`config.mk`:
```
export PLATFORM = sky130hd
export DESIGN_NAME = gbts_out_reg
export DESIGN_NICKNAME = d
export VERILOG_FILES = /design/src/hw/rtl/gbts_pkg.sv /design/src/hw/rtl/gbts_out_reg.sv
export SDC_FILE = /design/constraint.sdc
export NUM_CORES = 1
export LEC_CHECK = 0
export BUFFER_PORTS_ARGS = -buffer_cell sky130_fd_sc_hd__buf_2
export CORE_MARGIN = 1
export CORE_UTILIZATION = 30
export DETAILED_ROUTE_END_ITERATION = 10
export PLACE_DENSITY = 0.61
export SYNTH_ARGS = -nofsm -noshare
export SYNTH_HDL_FRONTEND = slang
export SYNTH_SLANG_ARGS = --single-unit
export TNS_END_PERCENT = 50
```
`constraint.sdc`:
```
create_clock -name clk -period 1.5 [get_ports clk]
set_input_delay 0.15 -clock clk [delete_from_list [all_inputs] [get_ports clk]]
set_output_delay 0.15 -clock clk [all_outputs]
set_load 0.03 [all_outputs]
```
`src/hw/rtl/gbts_pkg.sv`:
```
// ----------------------------------------------------------------------------
// gbts_pkg
// Types and constants shared by the gap buffer text store files.
// ----------------------------------------------------------------------------
package gbts_pkg;

    localparam int POS_W  = 13;
    localparam int BYTE_W = 8;

    typedef logic [POS_W-1:0]  pos_t;
    typedef logic [BYTE_W-1:0] byte_t;

    typedef enum logic [2:0] {
        FUNC_SET_CURSOR = 3'd0,
        FUNC_READ       = 3'd1,
        FUNC_NEXT       = 3'd2,
        FUNC_PREV       = 3'd3,
        FUNC_INSERT     = 3'd4,
        FUNC_INSERT_ADV = 3'd5,
        FUNC_OVERWRITE  = 3'd6,
        FUNC_DELETE     = 3'd7
    } func_t;

    typedef enum logic [1:0] {
        STATUS_OK        = 2'd0,
        STATUS_FULL      = 2'd1,
        STATUS_SATURATED = 2'd2,
        STATUS_NO_BYTE   = 2'd3
    } status_t;

    typedef enum logic [2:0] {
        ST_IDLE,
        ST_PLAN,
        ST_MOVE,
        ST_EDIT,
        ST_LOOK,
        ST_FIN
    } state_t;

    typedef struct packed {
        byte_t   char_out;
        status_t status;
        pos_t    cursor_pos;
        pos_t    text_len;
    } rsp_t;

endpackage

```
`src/hw/rtl/gbts_out_reg.sv`:
```
// ----------------------------------------------------------------------------
// gbts_out_reg
// Response output register; frees the controller while a beat waits.
// ----------------------------------------------------------------------------
module gbts_out_reg
    import gbts_pkg::*;
(
    input  logic clk,
    input  logic rst_n,
    input  logic in_valid,
    output logic in_ready,
    input  rsp_t in_data,
    output logic out_valid,
    input  logic out_ready,
    output rsp_t out_data
);

    logic valid_reg;
    rsp_t data_reg;

    assign in_ready  = !valid_reg || out_ready;
    assign out_valid = valid_reg;
    assign out_data  = data_reg;

    always_ff @(posedge clk or negedge rst_n)
    begin
        if (!rst_n)
        begin
            valid_reg <= 1'b0;
        end
        else if (in_valid && in_ready)
        begin
            valid_reg <= 1'b1;
        end
        else if (out_ready)
        begin
            valid_reg <= 1'b0;
        end
    end

    always_ff @(posedge clk)
    begin
        if (in_valid && in_ready)
        begin
            data_reg <= in_data;
        end
    end

endmodule

```
# --- After elaboration in Yosys (flattened, before gate mapping) ---
# Index checks and enable logic that the tools add are counted.
word_totals:
  register_bits: 37
  inputBits: 40
  out_inout_bits: 38
  word_cells: 11
classes:
  mux: 2
  n_reduce_logical: 4
ops:
  columns: ["op", "count"]
  rows:
  - ["$mux 1", 2]
  - ["$reduce_bool 2->1", 1]
  - ["$logic_and 1x1->1", 1]
  - ["$logic_not 1->1", 1]
  - ["$logic_or 1x1->1", 1]

# --- Depth between registers and ports, before layout ---
depth:
  word_depth: 4
  ltp_mapped: 2
  depth_no_buf: 2

# --- Worst setup path before layout ---
# OpenSTA, ideal clock, no wires.
synth_path:
  path_type: "flip-flop to flip-flop"
  start: "register valid_reg (netlist: out_valid)"
  end: "register data_reg (netlist bit out_data[0]), enable pin"
  setup_time_ns: 0.346
  t_arrival_ns: 1.067
  required_time_ns: 1.154
  setup_slack_ns: 0.087
  path_stages_with_launch: 3
  n_path_buf: 0
  period_less_slack_ns: 1.413
  path_cell_list: "dfrtp_1 > nand2b_4 > and2_4"
synth_between:
  elab_chain_len: 3
synth_rtl:
  columns: ["item", "line_no", "source"]
  rows:
  - ["from (decl)", "gbts_out_reg.sv:18", "logic valid_reg;"]
  - ["from (signal assigned)", "gbts_out_reg.sv:29", "valid_reg <= 1'b0;"]
  - ["from (signal assigned)", "gbts_out_reg.sv:33", "valid_reg <= 1'b1;"]
  - ["from (signal assigned)", "gbts_out_reg.sv:37", "valid_reg <= 1'b0;"]
  - ["$logic_not 1->1", "gbts_out_reg.sv:21", "assign in_ready = !valid_reg || out_ready;"]
  - ["$logic_or 1x1->1", "gbts_out_reg.sv:21", null]
  - ["named net in_ready", "gbts_out_reg.sv:11", "output logic in_ready,"]
  - ["$logic_and 1x1->1", "gbts_out_reg.sv:43", "if (in_valid && in_ready)"]
  - ["to (signal assigned)", "gbts_out_reg.sv:45", "data_reg <= in_data;"]
  - ["to (decl)", "gbts_out_reg.sv:19", "rsp_t data_reg;"]
# The timed path passes the listed nets, and every way through them passes these cells.
# A chain may end at the register's enable or synchronous reset.

# --- Worst setup path in the final report ---
layout_path:
  start: "register valid_reg (netlist: out_valid)"
  end: "register data_reg (netlist bit out_data[14]), enable pin"
layout_between:
  elab_chain_len: 3
layout_rtl:
  columns: ["item", "line_no"]
  rows:
  - ["$logic_not 1->1", "gbts_out_reg.sv:21"]
  - ["$logic_or 1x1->1", "gbts_out_reg.sv:21"]
  - ["$logic_and 1x1->1", "gbts_out_reg.sv:43"]
# No other way between the ends.

==> flow_summary.yaml <==
placed_design:
  io_buffers: 77
  dp_hpwl_mm: 1.457
  gp_congestion: 0.7011
  placed_area_mm2: 0.001578
  preCtsSetupSlack_ns: 0.2127
route:
  via_per_inst: 4.093
  post-route-drc-count: 0
  dr.pass1.iters: 4
  vias: 704
  drtAntennaViolNets: 0
  totalWireLength_mm: 2.039
  wl_per_cell_um: 11.85
  drt_iter0_drc: 11
power_and_ir_drop:
  p_leak_uw: 0.0007274
  ir_worst_vdd_uv: 781.7
  switching_share_pct: 22.53
  p_seq_share_pct: 53.2
  power_switching_uw: 514.7
  power.total_uw: 2284
  p_int_uw: 1770
  p_clk_share_pct: 35.9
  power_density_mw_per_mm2: 1345
  comb_power_share_pct: 10.9
min_path:
  hp-class: "primary input to flop"
  min_delay_path_depth: 1
die:
  die_x_um: 63.51
  die_area_mm2: 0.004033
  rows: 21
  core_area_mm2: 0.003468
  die_y_um: 63.51
  boundaryPins: 78
  initial_core_util_pct: 32.72
cts:
  clock_sinks: 37
  clock_latency_ns: 0.29
  ctsHtreeMaxLevel: 2
  clkTransAtPathRegs_ns: 0.07
  cts_max_path_buffers: 2
  cts_tree: "built"
  postCtsSetupBuffers: 0
  cts_root_buf: "clkbuf_8"
  cts_inserted_buffers: 5
global_route:
  grt_overflow: 0
  grt_first_pass_wirelength_mm: 3.015
  grt_pass1_vias: 684
  grt_max_degree: 37
  antenna_found_initial: 0
  grt.total_usage_pct: 11.06
synth:
  synth_top_area_share_pct: 95.26
  async_flop_share_pct: 2.703
  syn_area_mm2: 0.001135
  synth-seq-cells: 37
  ys_seq_area_share_pct: 97.46
  syn_area_per_cell_um2: 28.37
  syn_nets: 80
  synth-edff-count: 36
  synthFlopType: "edfxtp_1"
  ys_top_cells_by_area: "edfxtp_1, dfrtp_1, nand2b_4, and2_4, nand2b_1"
  yosysMostFrequentCell: "edfxtp_1"
  netlist_instances: 40
  ys_warn_count: 0
  post_synth_num_cell_types: 5
  yosysTopAreaCell: "edfxtp_1"
  synth_commonest_cells: "edfxtp_1, and2_4, dfrtp_1, nand2b_1, nand2b_4"
final_layout:
  nets: 165
  nFillCells: 310
  finalCoreUtilization_pct: 48.95
  area_growth_pct: 49.61
  n_antenna_cell: 0
  final_area_mm2: 0.001698
  drive_gt1_share_pct: 68.25
timing:
  setup_ws_ns: 0.2046
  slew_headroom_pct: 69.46
  grt_setup_unrepaired: "false"
  worst_clock_skew_ns: 0.002075
  report.final.slew_viol_count: 0
  finalSetupTns_ns: 0
  final.min_clock_period_ns: 1.295
  finalSetupViolations: 0
  fin_crit_sh_pct: 86.36
  report.final.hold_viol_count: 0
  worst_slew_pin_slew_ns: 0.4582
  fmax_ghz: 0.7720
worst_setup_path:
  critPathArrivalTime_ns: 1.23
  r2r_cells: 2
  cp.required_ns: 1.43
  start_kind: "flop"
  cp-end-kind: "flop"
  cp_max_fo: 36
  critPathKind: "flop to flop"
status:
  status: "completed"
run:
  maxCapViolations: 0
## cell families (layout without fill, tap and decap cells)
kind of cell	after synthesis	after routing	synth area share, %
flops	37	37	97.46
simple gates	3	3	2.536
buf+inv	0	86	0
## critical path, cell delays in order (launching register included)
cell	delay (ns)
dfrtp_1	0.41
nand2b_4	0.08
and2_4	0.44
## layer usage
layer	track usage [%]	routed length, um	vias to the layer above
met5	0	0	-
met4	8.523	48	0
met3	8.696	345	4
met2	16.22	977	54
met1	10.02	667	321
li1	-	-	325
## through the flow
stage | hold WS [ns] | std cells
floorplan | -0.1456 | 40
global placement | -0.07419 | 163
detailed placement | -0.07284 | 163
CTS | 0.01981 | 172
global route | 0.01266 | 172
finish | 0.03307 | 172
## sequential cells by signal, indices dropped and copies added, names as in the netlist
name and flops:
out_valid 1, out_data 36
## power groups by stage
stage	clock network, uW	registers, uW	logic (uW)
finish	820	1220	248
global route	891	1220	265
CTS	851	1220	251
detailed placement	0	1240	250
global placement	0	1240	245
floorplan	0	1350	28.9
## layout make-up
| class | instances | area [um2] | area share (%) |
|---|---|---|---|
| clock inverter | 3 | 41.29 | 2.432 |
| multi-input combinational | 3 | 28.78 | 1.695 |
| sequential | 37 | 1106 | 65.14 |
| clock buffer | 5 | 68.82 | 4.053 |
| timing repair buffer | 78 | 395.4 | 23.29 |
| tap | 46 | 57.56 | 3.390 |
## worst paths after layout
check / from / end / slack [ns]
hold reg to reg: out_valid / out_valid / 0.55
hold / removal: in_data[3] / out_data[3] / 0.03
max in group asynchronous: rst_n / out_valid / 1.25
setup reg to reg: out_valid / out_data[14] / 0.20
setup / recovery: out_valid / out_data[14] / 0.20
min in group asynchronous: rst_n / out_valid / 0.17
## cells in the final DEF (no fill, tap or decap), drive strengths merged
| master | synthesis | routed |
|---|---|---|
| edfxtp | 36 | 36 |
| clkbuf | 0 | 5 |
| nand2b | 2 | 2 |
| clkinvlp | 0 | 1 |
| and2 | 1 | 1 |
| bufinv | 0 | 1 |
| dfrtp | 1 | 1 |
| clkinv | 0 | 1 |
| buf | 0 | 77 |
| dlygate4sd3 | 0 | 1 |
## repair_timing
action,4_1_cts,5_1_grt
endpoints found under the hold margin,1,0
resized for setup,0,0
hold buffers,1,0
endpoints found under the setup margin,0,0
Note: power is estimated with default switching activity, not from simulation.
